$ cat src/fasta_fastq_record_parser_assert.svh
// assertion macros for the record parser
`ifndef FASTA_FASTQ_RECORD_PARSER_ASSERT_SVH
`define FASTA_FASTQ_RECORD_PARSER_ASSERT_SVH
// property that must hold on every clock while out of reset
`define FFRP_ASSERT(label, prop, msg) \
  label: assert property (@(posedge clk_i) disable iff (!rst_ni) (prop)) else $error(msg);
// implication checked on the next clock
`define FFRP_ASSERT_NEXT(label, ante, cons, msg) \
  label: assert property (@(posedge clk_i) disable iff (!rst_ni) (ante) |=> (cons)) \
    else $error(msg);
`endif

$ cat src/ffrp_pkg.sv
// shared types and constants for the record parser
package ffrp_pkg;
  localparam int unsigned NameCountBits = 16;
  localparam int unsigned SeqCountBits  = 32;
  localparam int unsigned QueueDepth    = 4;

  localparam logic [7:0] ChGt    = 8'h3E;
  localparam logic [7:0] ChAt    = 8'h40;
  localparam logic [7:0] ChPlus  = 8'h2B;
  localparam logic [7:0] ChBang  = 8'h21;
  localparam logic [7:0] ChLf    = 8'h0A;
  localparam logic [7:0] ChCr    = 8'h0D;
  localparam logic [7:0] ChSpace = 8'h20;

  typedef enum logic [1:0] {
    KIND_NAME = 2'd0,
    KIND_BASE = 2'd1,
    KIND_QUAL = 2'd2,
    KIND_END  = 2'd3
  } kind_e;

  typedef enum logic [3:0] {
    CLS_NONE   = 4'd0,
    CLS_NAME   = 4'd1,
    CLS_BASE   = 4'd2,
    CLS_QUAL   = 4'd3,
    CLS_END_OK = 4'd4,
    CLS_END_FL = 4'd5,
    CLS_FA_RESTART = 4'd6,
    CLS_SEEK_START = 4'd7,
    CLS_SEEK_JUNK  = 4'd8,
    CLS_SEEK_CLEAR = 4'd9
  } cls_e;

  typedef enum logic [9:0] {
    PH_SEEK       = 10'b0000000001,
    PH_FA_NAME    = 10'b0000000010,
    PH_FA_SEQ     = 10'b0000000100,
    PH_FQ_NAME    = 10'b0000001000,
    PH_FQ_PRESEQ  = 10'b0000010000,
    PH_FQ_SEQ     = 10'b0000100000,
    PH_FQ_PREPLUS = 10'b0001000000,
    PH_FQ_PLUS    = 10'b0010000000,
    PH_FQ_PREQUAL = 10'b0100000000,
    PH_FQ_QUAL    = 10'b1000000000
  } phase_e;

  // classified byte handed from front to back
  typedef struct packed {
    cls_e       cls;
    logic [7:0] ch;
    logic       ws;
    logic       fastq_start;
  } op_t;

  function automatic logic is_ws(logic [7:0] c);
    return (c == ChSpace) || (c >= 8'h09 && c <= ChCr);
  endfunction
endpackage

$ cat src/ffrp_front.sv
// front: phase machine that classifies each input byte
module ffrp_front import ffrp_pkg::*; (
  input  logic       clk_i,
  input  logic       rst_ni,
  input  logic       valid_i,
  input  logic [7:0] data_byte_i,
  input  logic       end_of_input_i,
  output logic       op_valid_o,
  output op_t        op_o
);
  phase_e     phase_q, phase_d;
  logic [7:0] c;
  logic       ws, eoi, rec;

  assign c   = data_byte_i;
  assign ws  = is_ws(c);
  assign eoi = end_of_input_i || (c == 8'h00);
  assign rec = (c == ChGt) || (c == ChAt);

  always_comb begin
    phase_d        = phase_q;
    op_o.cls       = CLS_NONE;
    op_o.ch        = c;
    op_o.ws        = ws;
    op_o.fastq_start = (c == ChAt);
    if (eoi) begin
      phase_d = PH_SEEK;
      case (phase_q)
        PH_SEEK: op_o.cls = CLS_SEEK_CLEAR;
        PH_FQ_NAME, PH_FQ_PRESEQ, PH_FQ_SEQ, PH_FQ_PREPLUS: op_o.cls = CLS_END_FL;
        default: op_o.cls = CLS_END_OK;
      endcase
      op_o.ws = 1'b1;
    end else begin
      case (phase_q)
        PH_FA_NAME, PH_FQ_NAME: begin
          if (c == ChLf) begin
            phase_d = (phase_q == PH_FA_NAME) ? PH_FA_SEQ : PH_FQ_PRESEQ;
          end else if (c != ChCr) begin
            op_o.cls = CLS_NAME;
          end
        end
        PH_FA_SEQ: begin
          if (rec) begin
            op_o.cls = CLS_FA_RESTART;
            phase_d  = (c == ChGt) ? PH_FA_NAME : PH_FQ_NAME;
          end else if (!ws) begin
            op_o.cls = CLS_BASE;
          end
        end
        PH_FQ_PRESEQ, PH_FQ_SEQ: begin
          if (phase_q == PH_FQ_SEQ && c == ChLf) begin
            phase_d = PH_FQ_PREPLUS;
          end else if (!ws) begin
            phase_d  = PH_FQ_SEQ;
            op_o.cls = CLS_BASE;
          end
        end
        PH_FQ_PREPLUS: begin
          if (!ws) begin
            if (c == ChPlus) begin
              phase_d = PH_FQ_PLUS;
            end else begin
              phase_d  = PH_SEEK;
              op_o.cls = CLS_END_FL;
            end
          end
        end
        PH_FQ_PLUS: begin
          if (c == ChLf) phase_d = PH_FQ_PREQUAL;
        end
        PH_FQ_PREQUAL, PH_FQ_QUAL: begin
          if (phase_q == PH_FQ_QUAL && c == ChLf) begin
            phase_d  = PH_SEEK;
            op_o.cls = CLS_END_OK;
          end else if (!ws) begin
            phase_d  = PH_FQ_QUAL;
            op_o.cls = CLS_QUAL;
          end
        end
        default: begin
          phase_d = PH_SEEK;
          if (rec) begin
            phase_d  = (c == ChGt) ? PH_FA_NAME : PH_FQ_NAME;
            op_o.cls = CLS_SEEK_START;
          end else if (!ws) begin
            op_o.cls = CLS_SEEK_JUNK;
          end
        end
      endcase
    end
  end

  // seek bytes still go to the back so it can track resync
  assign op_valid_o = valid_i;

  always_ff @(posedge clk_i or negedge rst_ni) begin
    if (!rst_ni) begin
      phase_q <= PH_SEEK;
    end else if (valid_i) begin
      phase_q <= phase_d;
    end
  end

  `include "fasta_fastq_record_parser_assert.svh"
  `FFRP_ASSERT(a_phase_onehot, $onehot(phase_q), "phase not one-hot")
  `FFRP_ASSERT_NEXT(a_eoi_seek, valid_i && eoi, phase_q == PH_SEEK, "eoi did not reset phase")
  `FFRP_ASSERT_NEXT(a_hold, !valid_i, $stable(phase_q), "phase moved without input")
endmodule

$ cat src/ffrp_queue.sv
// short queue of classified bytes between front and back
module ffrp_queue import ffrp_pkg::*; #(
  parameter int unsigned Depth = QueueDepth
) (
  input  logic clk_i,
  input  logic rst_ni,
  input  logic wr_i,
  input  op_t  wdata_i,
  output logic full_o,
  input  logic rd_i,
  output logic empty_o,
  output op_t  rdata_o
);
  localparam int unsigned AW = (Depth > 1) ? $clog2(Depth) : 1;
  op_t           mem_q [Depth];
  logic [AW-1:0] wp_q, rp_q;
  logic [AW:0]   cnt_q;

  assign full_o  = (cnt_q == (AW+1)'(Depth));
  assign empty_o = (cnt_q == '0);
  assign rdata_o = mem_q[rp_q];

  always_ff @(posedge clk_i) begin
    if (wr_i && !full_o) mem_q[wp_q] <= wdata_i;
  end

  always_ff @(posedge clk_i or negedge rst_ni) begin
    if (!rst_ni) begin
      wp_q  <= '0;
      rp_q  <= '0;
      cnt_q <= '0;
    end else begin
      if (wr_i && !full_o) wp_q <= (wp_q == AW'(Depth-1)) ? '0 : wp_q + 1'b1;
      if (rd_i && !empty_o) rp_q <= (rp_q == AW'(Depth-1)) ? '0 : rp_q + 1'b1;
      cnt_q <= cnt_q + (AW+1)'(wr_i && !full_o) - (AW+1)'(rd_i && !empty_o);
    end
  end
endmodule

$ cat src/ffrp_back.sv
// back: counters, flags and the result register
module ffrp_back import ffrp_pkg::*; #(
  parameter int unsigned NameBits = NameCountBits,
  parameter int unsigned SeqBits  = SeqCountBits
) (
  input  logic        clk_i,
  input  logic        rst_ni,
  input  logic        op_empty_i,
  input  op_t         op_i,
  output logic        op_pop_o,
  output logic        empty,
  input  logic        pop,
  output logic [1:0]  kind_o,
  output logic [7:0]  out_byte_o,
  output logic [15:0] name_length_o,
  output logic [31:0] seq_length_o,
  output logic [31:0] qual_length_o,
  output logic        is_fastq_o,
  output logic        load_failed_o,
  output logic        resynced_o
);
  logic [NameBits-1:0] name_q, trim_q;
  logic [SeqBits-1:0]  base_q, qual_q;
  logic                fq_q, rs_q;
  logic                out_v_q;
  logic                emits, take, slot_free;
  logic [NameBits-1:0] name_inc;

  function automatic logic [15:0] clamp16(logic [NameBits-1:0] v);
    logic [NameBits+15:0] w;
    w = {16'h0, v};
    return (w > (NameBits+16)'(16'hFFFF)) ? 16'hFFFF : w[15:0];
  endfunction

  function automatic logic [31:0] clamp32(logic [SeqBits-1:0] v);
    logic [SeqBits+31:0] w;
    w = {32'h0, v};
    return (w > (SeqBits+32)'(32'hFFFF_FFFF)) ? 32'hFFFF_FFFF : w[31:0];
  endfunction

  assign emits     = (op_i.cls == CLS_NAME) || (op_i.cls == CLS_BASE) ||
                     (op_i.cls == CLS_QUAL) || (op_i.cls == CLS_END_OK) ||
                     (op_i.cls == CLS_END_FL) || (op_i.cls == CLS_FA_RESTART);
  assign slot_free = !out_v_q || pop;
  assign take      = !op_empty_i && (!emits || slot_free);
  assign op_pop_o  = take;
  assign empty     = !out_v_q;
  assign name_inc  = (&name_q) ? name_q : name_q + 1'b1;

  always_ff @(posedge clk_i) begin
    if (take && emits) begin
      kind_o        <= KIND_END;
      out_byte_o    <= 8'h00;
      name_length_o <= 16'h0;
      seq_length_o  <= 32'h0;
      qual_length_o <= 32'h0;
      is_fastq_o    <= 1'b0;
      load_failed_o <= 1'b0;
      resynced_o    <= 1'b0;
      case (op_i.cls)
        CLS_NAME: begin
          kind_o <= KIND_NAME; out_byte_o <= op_i.ch;
        end
        CLS_BASE: begin
          kind_o <= KIND_BASE; out_byte_o <= op_i.ch;
        end
        CLS_QUAL: begin
          kind_o <= KIND_QUAL; out_byte_o <= op_i.ch - ChBang;
        end
        CLS_END_FL: begin
          name_length_o <= clamp16(trim_q);
          is_fastq_o    <= fq_q;
          load_failed_o <= 1'b1;
          resynced_o    <= rs_q;
        end
        default: begin
          name_length_o <= clamp16(trim_q);
          seq_length_o  <= clamp32(base_q);
          qual_length_o <= clamp32(fq_q ? qual_q : base_q);
          is_fastq_o    <= fq_q;
          resynced_o    <= rs_q;
        end
      endcase
    end
  end

  always_ff @(posedge clk_i or negedge rst_ni) begin
    if (!rst_ni) begin
      out_v_q <= 1'b0;
      name_q  <= '0;
      trim_q  <= '0;
      base_q  <= '0;
      qual_q  <= '0;
      fq_q    <= 1'b0;
      rs_q    <= 1'b0;
    end else begin
      if (take && emits) out_v_q <= 1'b1;
      else if (pop) out_v_q <= 1'b0;
      if (take) begin
        case (op_i.cls)
          CLS_NAME: begin
            name_q <= name_inc;
            if (!op_i.ws) trim_q <= name_inc;
          end
          CLS_BASE: base_q <= (&base_q) ? base_q : base_q + 1'b1;
          CLS_QUAL: qual_q <= (&qual_q) ? qual_q : qual_q + 1'b1;
          CLS_END_OK, CLS_END_FL, CLS_SEEK_CLEAR: begin
            name_q <= '0; trim_q <= '0; base_q <= '0; qual_q <= '0;
            fq_q <= 1'b0; rs_q <= 1'b0;
          end
          CLS_FA_RESTART: begin
            name_q <= '0; trim_q <= '0; base_q <= '0; qual_q <= '0;
            fq_q <= op_i.fastq_start; rs_q <= 1'b0;
          end
          CLS_SEEK_START: begin
            name_q <= '0; trim_q <= '0; base_q <= '0; qual_q <= '0;
            fq_q <= op_i.fastq_start;
          end
          CLS_SEEK_JUNK: rs_q <= 1'b1;
          default: begin
          end
        endcase
      end
    end
  end

  `include "fasta_fastq_record_parser_assert.svh"
  `FFRP_ASSERT_NEXT(a_pop_clears, pop && out_v_q && !(take && emits), empty,
    "result not retired")
  `FFRP_ASSERT_NEXT(a_hold_result, out_v_q && !pop, $stable(kind_o) && !empty,
    "stalled result changed")
  `FFRP_ASSERT(a_no_overwrite, !(take && emits && out_v_q && !pop), "result overwritten")
endmodule

$ cat src/fasta_fastq_record_parser.sv
// FASTA/FASTQ record parser top level
// a byte that gives a result is written into the queue, then into the result register
// throughput: one byte per cycle while the queue is not full, set by the phase machine
// a stalled result stops the back at the next byte that gives a result; the front keeps going until the queue fills
// reset: asynchronous, active low; parser seeks a record start, counters cleared
// no result is shown while in reset
module fasta_fastq_record_parser import ffrp_pkg::*; #(
  parameter int unsigned NAME_COUNT_BITS = NameCountBits,
  parameter int unsigned SEQ_COUNT_BITS  = SeqCountBits
) (
  input  logic        clk_i,
  input  logic        rst_ni,
  input  logic        push,
  output logic        full,
  input  logic [7:0]  data_byte_i,
  input  logic        end_of_input_i,
  output logic        empty,
  input  logic        pop,
  output logic [1:0]  kind_o,
  output logic [7:0]  out_byte_o,
  output logic [15:0] name_length_o,
  output logic [31:0] seq_length_o,
  output logic [31:0] qual_length_o,
  output logic        is_fastq_o,
  output logic        load_failed_o,
  output logic        resynced_o
);
  logic op_valid, q_empty, q_pop;
  op_t  op_in, op_out;

  ffrp_front u_front (
    .clk_i, .rst_ni,
    .valid_i        (push && !full),
    .data_byte_i,
    .end_of_input_i,
    .op_valid_o     (op_valid),
    .op_o           (op_in)
  );

  ffrp_queue #(.Depth(QueueDepth)) u_queue (
    .clk_i, .rst_ni,
    .wr_i    (op_valid),
    .wdata_i (op_in),
    .full_o  (full),
    .rd_i    (q_pop),
    .empty_o (q_empty),
    .rdata_o (op_out)
  );

  ffrp_back #(.NameBits(NAME_COUNT_BITS), .SeqBits(SEQ_COUNT_BITS)) u_back (
    .clk_i, .rst_ni,
    .op_empty_i (q_empty),
    .op_i       (op_out),
    .op_pop_o   (q_pop),
    .empty, .pop,
    .kind_o, .out_byte_o, .name_length_o, .seq_length_o, .qual_length_o,
    .is_fastq_o, .load_failed_o, .resynced_o
  );
endmodule
$ cat config.mk
export PLATFORM = sky130hd
export DESIGN_NAME = fasta_fastq_record_parser
export DESIGN_NICKNAME = d
export VERILOG_FILES = /design/src/ffrp_pkg.sv /design/src/ffrp_front.sv /design/src/ffrp_queue.sv /design/src/ffrp_back.sv /design/src/fasta_fastq_record_parser.sv
export VERILOG_INCLUDE_DIRS = /design/src /design/src/src
export SDC_FILE = /design/constraint.sdc
export NUM_CORES = 1
export LEC_CHECK = 0
export BUFFER_PORTS_ARGS = -buffer_cell sky130_fd_sc_hd__buf_2
export CAP_MARGIN = 20
export CORE_MARGIN = 4
export CORE_UTILIZATION = 45
export CTS_CLUSTER_DIAMETER = 150
export DETAILED_ROUTE_END_ITERATION = 6
export PLACE_DENSITY = 0.69
export REMOVE_ABC_BUFFERS = 1
export SYNTH_ARGS = -nofsm -noshare
export SYNTH_HDL_FRONTEND = slang
export SYNTH_SLANG_ARGS = --single-unit
$ cat constraint.sdc
create_clock -name clk_i -period 14.05 [get_ports clk_i]
set_clock_uncertainty 0.05 [all_clocks]
set_input_delay 1.405 -clock clk_i [delete_from_list [all_inputs] [get_ports clk_i]]
set_output_delay 1.405 -clock clk_i [all_outputs]
set_load 0.1 [all_outputs]
==> results.toml, run 1 <==
[run_status]
status = "finished, final reports clean"

[critical_path]
path_class = "flip-flop to flip-flop"
crit_chain = "mux4_2, or2_2, o22ai_1, a21oi_1, ha_1, inv_1, ha_1, inv_1, fa_1, xnor2_1, xnor2_1"
endpoint_kind = "flip-flop"
worstPathArrival_ps = 4560
cp_max_fo = 17
startpoint_type = "flip-flop"
r2r_cells = 11
crit_required_ps = 14460
cpPeakStageDelay_ps = 940
slowest_stage = "dfrtp_1"

[global_route]
overflow = 0
grt_usage_pct = 18.1
antenna_found_initial = 0
grt_pass1_wl_um = 47200
grt_max_degree = 76
grt_pass1_vias = 8908

[synthesis]
synth_area_per_cell_um2 = 11.3
async_flop_share_pct = 43.8
yosys_register_bits = 265
syn_inst = 1160
netlist_area_um2 = 13100
synth.distinct_cells = 82
yosysWarnings = 0
ys_seq_area_share_pct = 56.2
synth_flop_cell = "edfxtp_1"
synth-edff-count = 149

[sta]
worst-slew-pin-transition_ps = 1050
rsz0062_at_grt = "false"
period_needed_ps = 4150
fin_crit_sh_pct = 29.6
max_freq_mhz = 241
slew_headroom_pct = 30.0
slew_violations = 0
finalSetupViolations = 0
hold_viol_final = 0
setup_tns_ps = 0

[detailed_routing]
drt_iter0_markers = 718
wl_per_cell_um = 17.6
first_pass_iters = 7
drc_errors = 0
wirelength_um = 29100
num_vias = 9429
ant_nets = 0
via_per_inst = 5.70

[clock_network]
clk_pin_slew_ps = 60
cts_buffer_depth = 3
postCtsResizedCells = 0
numCtsBuffers = 28
htree_num_levels = 1
cts_root_buffer = "clkbuf_16"
insertion_delay_ps = 530
tritoncts = "done"
clock-sinks = 265
postCtsSetupBuffers = 0
cts_hold_buf = 0

[worst_hold_path]
hold_depth = 2
hold_class = "flip-flop to flip-flop"

[floorplanning]
die_x_um = 179
io_pins = 108
initial_utilization_pct = 45.6
dieArea_um2 = 32000
core_um2 = 28800
placementRows = 62
die_h_um = 179

[place]
place.gp.congestion = 0.875
place_hpwl_um = 19700
io_buffers = 107

[layout]
diodes = 0
final_common_cell = "edfxtp_1"
finalNetCount = 1274
final_cell_mix = "edfxtp_1 (149), dfrtp_1 (114), buf_2 (107), nor2_1 (100), nand2_1 (84)"
syn_to_final_growth_pct = 13.9
drive_gt1_share_pct = 16.9

[flow_run]
maxCapViolCount = 0
synthesized netlist by cell type, drive strengths merged (11+ instances only):
cell | number | area [um2]
nand2 | 84 | 315
nand4 | 20 | 125
nor4 | 24 | 193
buf | 12 | 77.6
and3 | 26 | 168
mux2i | 41 | 410
and2 | 15 | 93.8
dfrtp | 115 | 2880
o31ai | 23 | 173
and4 | 15 | 131
a21oi | 55 | 275
nor2 | 100 | 375
ha | 11 | 138
clkbuf | 47 | 176
xnor2 | 21 | 184
nor3 | 36 | 215
nor2b | 61 | 382
mux4 | 14 | 315
nand3 | 36 | 180
o21ai | 63 | 315
edfxtp | 149 | 4470
inv | 19 | 71.3
or3 | 18 | 113
layer usage:
metal / share of wire, % / GRT usage (%)
met3: 4.9 / 2.21
met4: 2.4 / 5.50
met5: 0 / 0
met2: 50 / 30.9
met1: 43 / 24.3
kinds of logic after synthesis:
group,count (synthesis),share of synthesized area [%]
xor+xnor,31,2.07
simple gates,491,21.0
buf+inv,78,2.48
compound gates,222,11.1
fa+ha+maj,12,1.20
flops,265,56.2
mux,61,6.04
state kept, by name, indices dropped and copies added (netlist names):
name,flops
u_back.base_q,32
u_back.fq_q,1
u_back.is_fastq_o,1
u_back.kind_o,2
u_back.load_failed_o,1
u_back.name_length_o,16
u_back.name_q,16
u_back.out_byte_o,8
u_back.out_v_q,1
u_back.qual_length_o,32
u_back.qual_q,32
u_back.resynced_o,1
u_back.rs_q,1
u_back.seq_length_o,32
u_back.trim_q,16
u_front.phase_q,10
u_queue.cnt_q,3
u_queue.mem_q,56
u_queue.rp_q,2
u_queue.wp_q,2
metrics by stage:
| step | utilization [%] | cells | hold WS, ps | setup slack, ps | area [um2] |
|---|---|---|---|---|---|
| after floorplan | - | 1101 | 385 | 4920 | 12900 |
| after global placement | 48.6 | 1601 | 405 | 9920 | 14000 |
| after detailed placement | 48.6 | 1602 | 409 | 9820 | 14000 |
| after CTS | 51.9 | 1654 | 422 | 9810 | 14900 |
| after global routing | 52.0 | 1655 | 455 | 9500 | 15000 |
| final | 52.0 | 1655 | 419 | 9900 | 15000 |
final timing paths:
check / from / to / slack (ps)
max: u_queue.rp_q[0] / u_queue.cnt_q[2] / 9900
min: u_back.trim_q[8] / u_back.trim_q[8] / 420
max reg2reg: u_queue.rp_q[0] / u_queue.cnt_q[2] / 9900
min reg2reg: u_back.trim_q[8] / u_back.trim_q[8] / 420
max in group asynchronous: rst_ni / u_back.qual_q[28] / 11740
min in group asynchronous: rst_ni / u_back.trim_q[5] / 830
worst max-delay path: cells and delay by family (launching register included):
family,cells,cell delay [ps]
XOR/XNOR,2,320
multiplexers,1,730
adder cells (fa/ha/maj),3,860
AND/OR/NAND/NOR,1,480
flip-flops,1,940
AO/OA/AOI/OAI,2,590
buffers and inverters,2,110
final cells by class:
type                            count  area [um2]
Sequential cell                   265        7380
Fill cell                        2485       13800
Clock inverter                     16         180
Multi-Input combinational cell    817        5460
Inverter                           19        71.3
Tap cell                          384         480
Clock buffer                       36         762
Timing Repair Buffer              118         626
Power of run 1 is left out: the tool's default activity adds up to more than one toggle a clock period on the data nets, which glitch-free logic cannot reach.
==> run 2: changes to the inputs <==
==> constraint.sdc (replaced) <==
create_clock -name clk_i -period 3.92 [get_ports clk_i]
set_clock_uncertainty 0.05 [all_clocks]
set_input_delay 0.392 -clock clk_i [delete_from_list [all_inputs] [get_ports clk_i]]
set_output_delay 0.392 -clock clk_i [all_outputs]
set_load 0.1 [all_outputs]
==> run 2 against run 1 <==
Compared with the run above: setup slack got worse by 9700 ps; critical path depth fell by 3; first-iteration DRC count grew 12%; global-route usage increased by 0.19 points; cell area up 0.95%; sequential cell count is the same; worst hold slack got worse by 320 ps.
==> results.toml, run 2 (synthesis results as in run 1) <==
[critical_path]
path_class = "flip-flop to flip-flop"
path_buf_inv = 2
cpLargestDelayFamily = "compound AO/OA/AOI/OAI gates"
cp_max_fo = 18
crit_required_ps = 4310
worstPathArrival_ps = 4060
endpoint_kind = "flip-flop"
startpoint_type = "flip-flop"
crit_chain = "mux4_2, buf_4, a21o_1, a221oi_1, a211o_1, buf_4, nor4_1, nor4_1"
cpPeakStageDelay_ps = 670
slowest_stage = "a221oi_1"
startpoint = "u_queue.rp_q[0]"
r2r-start = "u_queue.rp_q[0]"

[floorplanning]
placementRows = 62
core_um2 = 28800
dieArea_um2 = 32000
io_pins = 108
initial_utilization_pct = 45.6
die_x_um = 179
die_h_um = 179

[clock_network]
cts_buffer_depth = 3
insertion_delay_ps = 540
htree_num_levels = 1
cts_root_buffer = "clkbuf_16"
cts_hold_buf = 1
numCtsBuffers = 28
postCtsSetupBuffers = 0
tritoncts = "done"
clk_pin_slew_ps = 60
postCtsResizedCells = 0
clock-sinks = 265

[sta]
slew_headroom_pct = 28.9
fin_crit_sh_pct = 93.8
finalSetupViolations = 0
slew_violations = 0
rsz0062_at_grt = "false"
setup_ws_ps = 243
worst-slew-pin-transition_ps = 1070
hold_viol_final = 0
fin_hold_ws_ps = 95.7
max_freq_mhz = 272
period_needed_ps = 3680

[place]
dp_cells = 1617
place_hpwl_um = 20100
placed_cell_area_um2 = 14100
place.gp.congestion = 0.864
place_ws_ps = 289
io_buffers = 107

[global_route]
grt_pass1_wl_um = 47700
grt_max_degree = 94
overflow = 0
grt_pass1_vias = 9021
grt_usage_pct = 18.3
antenna_found_initial = 0

[detailed_routing]
ant_nets = 0
drc_errors = 0
first_pass_iters = 5
wl_per_cell_um = 17.7
drt_iter0_markers = 804
via_per_inst = 5.73
wirelength_um = 29600
num_vias = 9565

[layout]
final_area_um2 = 15100
syn_to_final_growth_pct = 15.0
drive_gt1_share_pct = 18.1
largest_reg_flops = 56
regMostFlops = "u_queue.mem_q"
seq_area_um2 = 7380
diodes = 0
stdcell_count = 1669
final_cell_mix = "edfxtp_1 (149), dfrtp_1 (114), buf_2 (106), nor2_1 (100), nand2_1 (84)"
finalNetCount = 1289
multi_input_area_um2 = 5460
nFillCells = 2523
final_common_cell = "edfxtp_1"

[run_status]
status = "finished, final reports clean"

[flow_run]
maxCapViolCount = 0

[worst_hold_path]
hold_class = "primary input to flip-flop"
min_from = "data_byte_i[6]"
## run 2: changes by cell type in the layout (fill, tap and decap cells not counted), sizes merged
cell	previous run	this run
buf	118	132
bufinv	4	3
clkbuf	36	34
clkinvlp	2	5
dlygate4sd3	0	1
inv	20	19
## run 2: path summary, 6_finish.rpt
check                                      endpoint  slack (ps)  depth (start not counted)
worst max-delay path              u_back.qual_q[26]         240                          8
worst min-delay path            u_queue.mem_q[2][8]         100                          1
worst max register to register    u_back.qual_q[26]         240                          8
worst min register to register     u_back.trim_q[9]         420                          2
max in group asynchronous         u_back.qual_q[12]        2640                          3
min in group asynchronous        u_front.phase_q[5]         370                          2
## run 2: cell type report
cell class,instances,area share (%)
clock inverters,17,1.14
well taps,384,3.18
flip-flops and latches,265,48.9
repair buffers,133,5.04
clock buffers,34,5.14
inverters,19,0.472
multi-input cells,817,36.1
## run 2: worst reg2reg max path: cells and delay by family (launching register included)
kind	cells	cell delay, ps
simple gates	2	300
mux	1	650
compound gates	3	1420
buf+inv	2	520
flops	1	640
## run 2: metal layers
layer  part of all wire [%]  GRT usage [%]  vias up
met3                    4.6           2.32       42
met5                      0              0        -
met4                    1.6           3.84        0
met2                     51           32.1      245
li1                       -              -     4576
met1                     43           24.5     4702
## run 2: through the flow
step	TNS [ps]	utilization, %
after floorplan	-538040	-
after global placement	0	49.1
after detailed placement	0	49.1
after CTS	0	52.5
after global routing	0	52.5
final	0	52.5
Power of run 2 is left out for the same reason.
==> run 3: changes to the inputs <==
==> constraint.sdc (replaced) <==
create_clock -name clk_i -period 3.7 [get_ports clk_i]
set_clock_uncertainty 0.05 [all_clocks]
set_input_delay 0.37 -clock clk_i [delete_from_list [all_inputs] [get_ports clk_i]]
set_output_delay 0.37 -clock clk_i [all_outputs]
set_load 0.1 [all_outputs]
==> run 3 against run 2 <==
Compared with the run above: utilization increased by 0.33 points; critical path depth grew 3; die area did not move; worst hold slack worse by 7.4 ps; register-to-register slack improved by 50 ps; via count is essentially flat; sequential share of layout area fell by 0.30 points; non-clock buffer count increased by 5; first-iteration DRC count decreased by 0.62%; global-route usage is 0.13 points higher; fmax grew 8.0%; setup slack improved by 51 ps.
==> results.toml, run 3 (synthesis results as in run 1) <==
[place]
io_buffers = 107
place_hpwl_um = 20200
placed_cell_area_um2 = 14200
place.gp.congestion = 0.860

[critical_path]
cp_max_fo = 9
crit_end = "u_queue.cnt_q[2]"
endpoint_kind = "flip-flop"
r2r-end = "u_queue.cnt_q[2]"
reg2reg_slack_ps = 290
startpoint_type = "flip-flop"
path_class = "flip-flop to flip-flop"
startpoint = "u_queue.rp_q[0]"
crit_required_ps = 4090
worstPathArrival_ps = 3800
r2r_cells = 11
r2r-start = "u_queue.rp_q[0]"

[global_route]
grt_max_degree = 94
grt_pass1_wl_um = 48100
grt_usage_pct = 18.4
overflow = 0
grt_pass1_vias = 9176
antenna_found_initial = 0

[clock_network]
htree_num_levels = 1
cts_root_buffer = "clkbuf_16"
cts_buffer_depth = 3
postCtsSetupBuffers = 0
clk_pin_slew_ps = 60
tritoncts = "done"
postCtsResizedCells = 0
numCtsBuffers = 29
insertion_delay_ps = 530
clock-sinks = 265

[floorplanning]
core_um2 = 28800
die_x_um = 179
io_pins = 108
initial_utilization_pct = 45.6
dieArea_um2 = 32000
die_h_um = 179
placementRows = 62

[layout]
syn_to_final_growth_pct = 15.7
final_area_um2 = 15200
final_common_cell = "edfxtp_1"
diodes = 0
finalNetCount = 1295
final_cell_mix = "edfxtp_1 (149), dfrtp_1 (114), buf_2 (106), nor2_1 (100), nand2_1 (84)"
drive_gt1_share_pct = 18.4
nFillCells = 2493
largest_reg_flops = 56
final_core_util_pct = 52.8
regMostFlops = "u_queue.mem_q"

[sta]
period_needed_ps = 3410
hold_viol_final = 0
max_freq_mhz = 294
slew_violations = 0
worst-slew-pin-transition_ps = 1070
slew_headroom_pct = 28.4
finalSetupViolations = 0
fin_crit_sh_pct = 92.0
rsz0062_at_grt = "false"

[detailed_routing]
highest_layer = "met4"
num_vias = 9567
wirelength_um = 29400
wl_per_cell_um = 17.6
via_per_inst = 5.71
first_pass_iters = 5
wl_met2_um = 14600
ant_nets = 0
wl_met3_um = 1470
drc_errors = 0
drt-met1-wl_um = 12700
drt_iter0_markers = 799

[worst_hold_path]
hold_class = "primary input to flip-flop"

[run_status]
status = "finished, final reports clean"

[flow_run]
maxCapViolCount = 0
==> run 3: cell types whose count changed in the layout (fill, tap and decap cells not counted) <==
cell,delta
clkbuf_8,+1
clkinv_2,-1
clkbuf_16,+1
clkinv_1,+1
clkbuf_1,+1
buf_4,+5
bufinv_16,+1
clkinvlp_4,-2
==> run 3: cell type report <==
class | count | area (um2) | share of cell area [%]
flip-flops and latches | 265 | 7380 | 48.6
multi-input cells | 817 | 5460 | 35.9
clock buffers | 37 | 818 | 5.39
repair buffers | 138 | 798 | 5.25
well taps | 384 | 480 | 3.16
clock inverters | 16 | 186 | 1.23
inverters | 19 | 71.3 | 0.469
==> run 3: worst min path at each step <==
| stage | slack, ps | to | start | depth (start not counted) |
|---|---|---|---|---|
| after floorplan | 20 | u_back.base_q[0] | rst_ni | 0 |
| after global placement | 410 | u_back.trim_q[15] | u_back.trim_q[15] | 2 |
| after detailed placement | 410 | u_back.trim_q[7] | u_back.trim_q[7] | 2 |
| after CTS | 60 | u_queue.mem_q[0][8] | data_byte_i[6] | 1 |
| after global routing | 70 | u_queue.mem_q[0][8] | data_byte_i[6] | 1 |
| final | 90 | u_queue.mem_q[1][6] | data_byte_i[4] | 1 |
==> run 3: worst max-delay path, cell delays in order (launching register included) <==
cell	delay (ps)
dfrtp_1	580
mux4_2	660
or2_2	330
o22ai_1	320
a21oi_1	150
ha_1	300
inv_1	50
ha_1	130
inv_1	50
fa_1	370
xnor2_1	180
xnor2_1	150
==> run 3: stage by stage <==
| stage | TNS, ps | hold slack, ps | worst slack [ps] | instances |
|---|---|---|---|---|
| 2_1_floorplan | -593010 | 24.4 | -5430 | 1101 |
| 3_3_place_gp | 0 | 406 | 398 | 1622 |
| 3_5_place_dp | 0 | 410 | 289 | 1622 |
| 4_1_cts | 0 | 62.8 | 278 | 1676 |
| 5_1_grt | 0 | 72.9 | 76.4 | 1676 |
| 6_report | 0 | 88.3 | 294 | 1676 |
==> run 3: routing by layer <==
metal,vias to the layer above,track usage (%)
met3,45,2.51
li1,4600,-
met5,-,0
met1,4662,24.5
met4,0,5.15
met2,260,31.8
==> run 3: what timing repair did <==
item	CTS	global route
endpoints found under the hold margin	54	0
hold buffers	1	0
endpoints found under the setup margin	0	0
Power of run 3 is left out for the same reason.
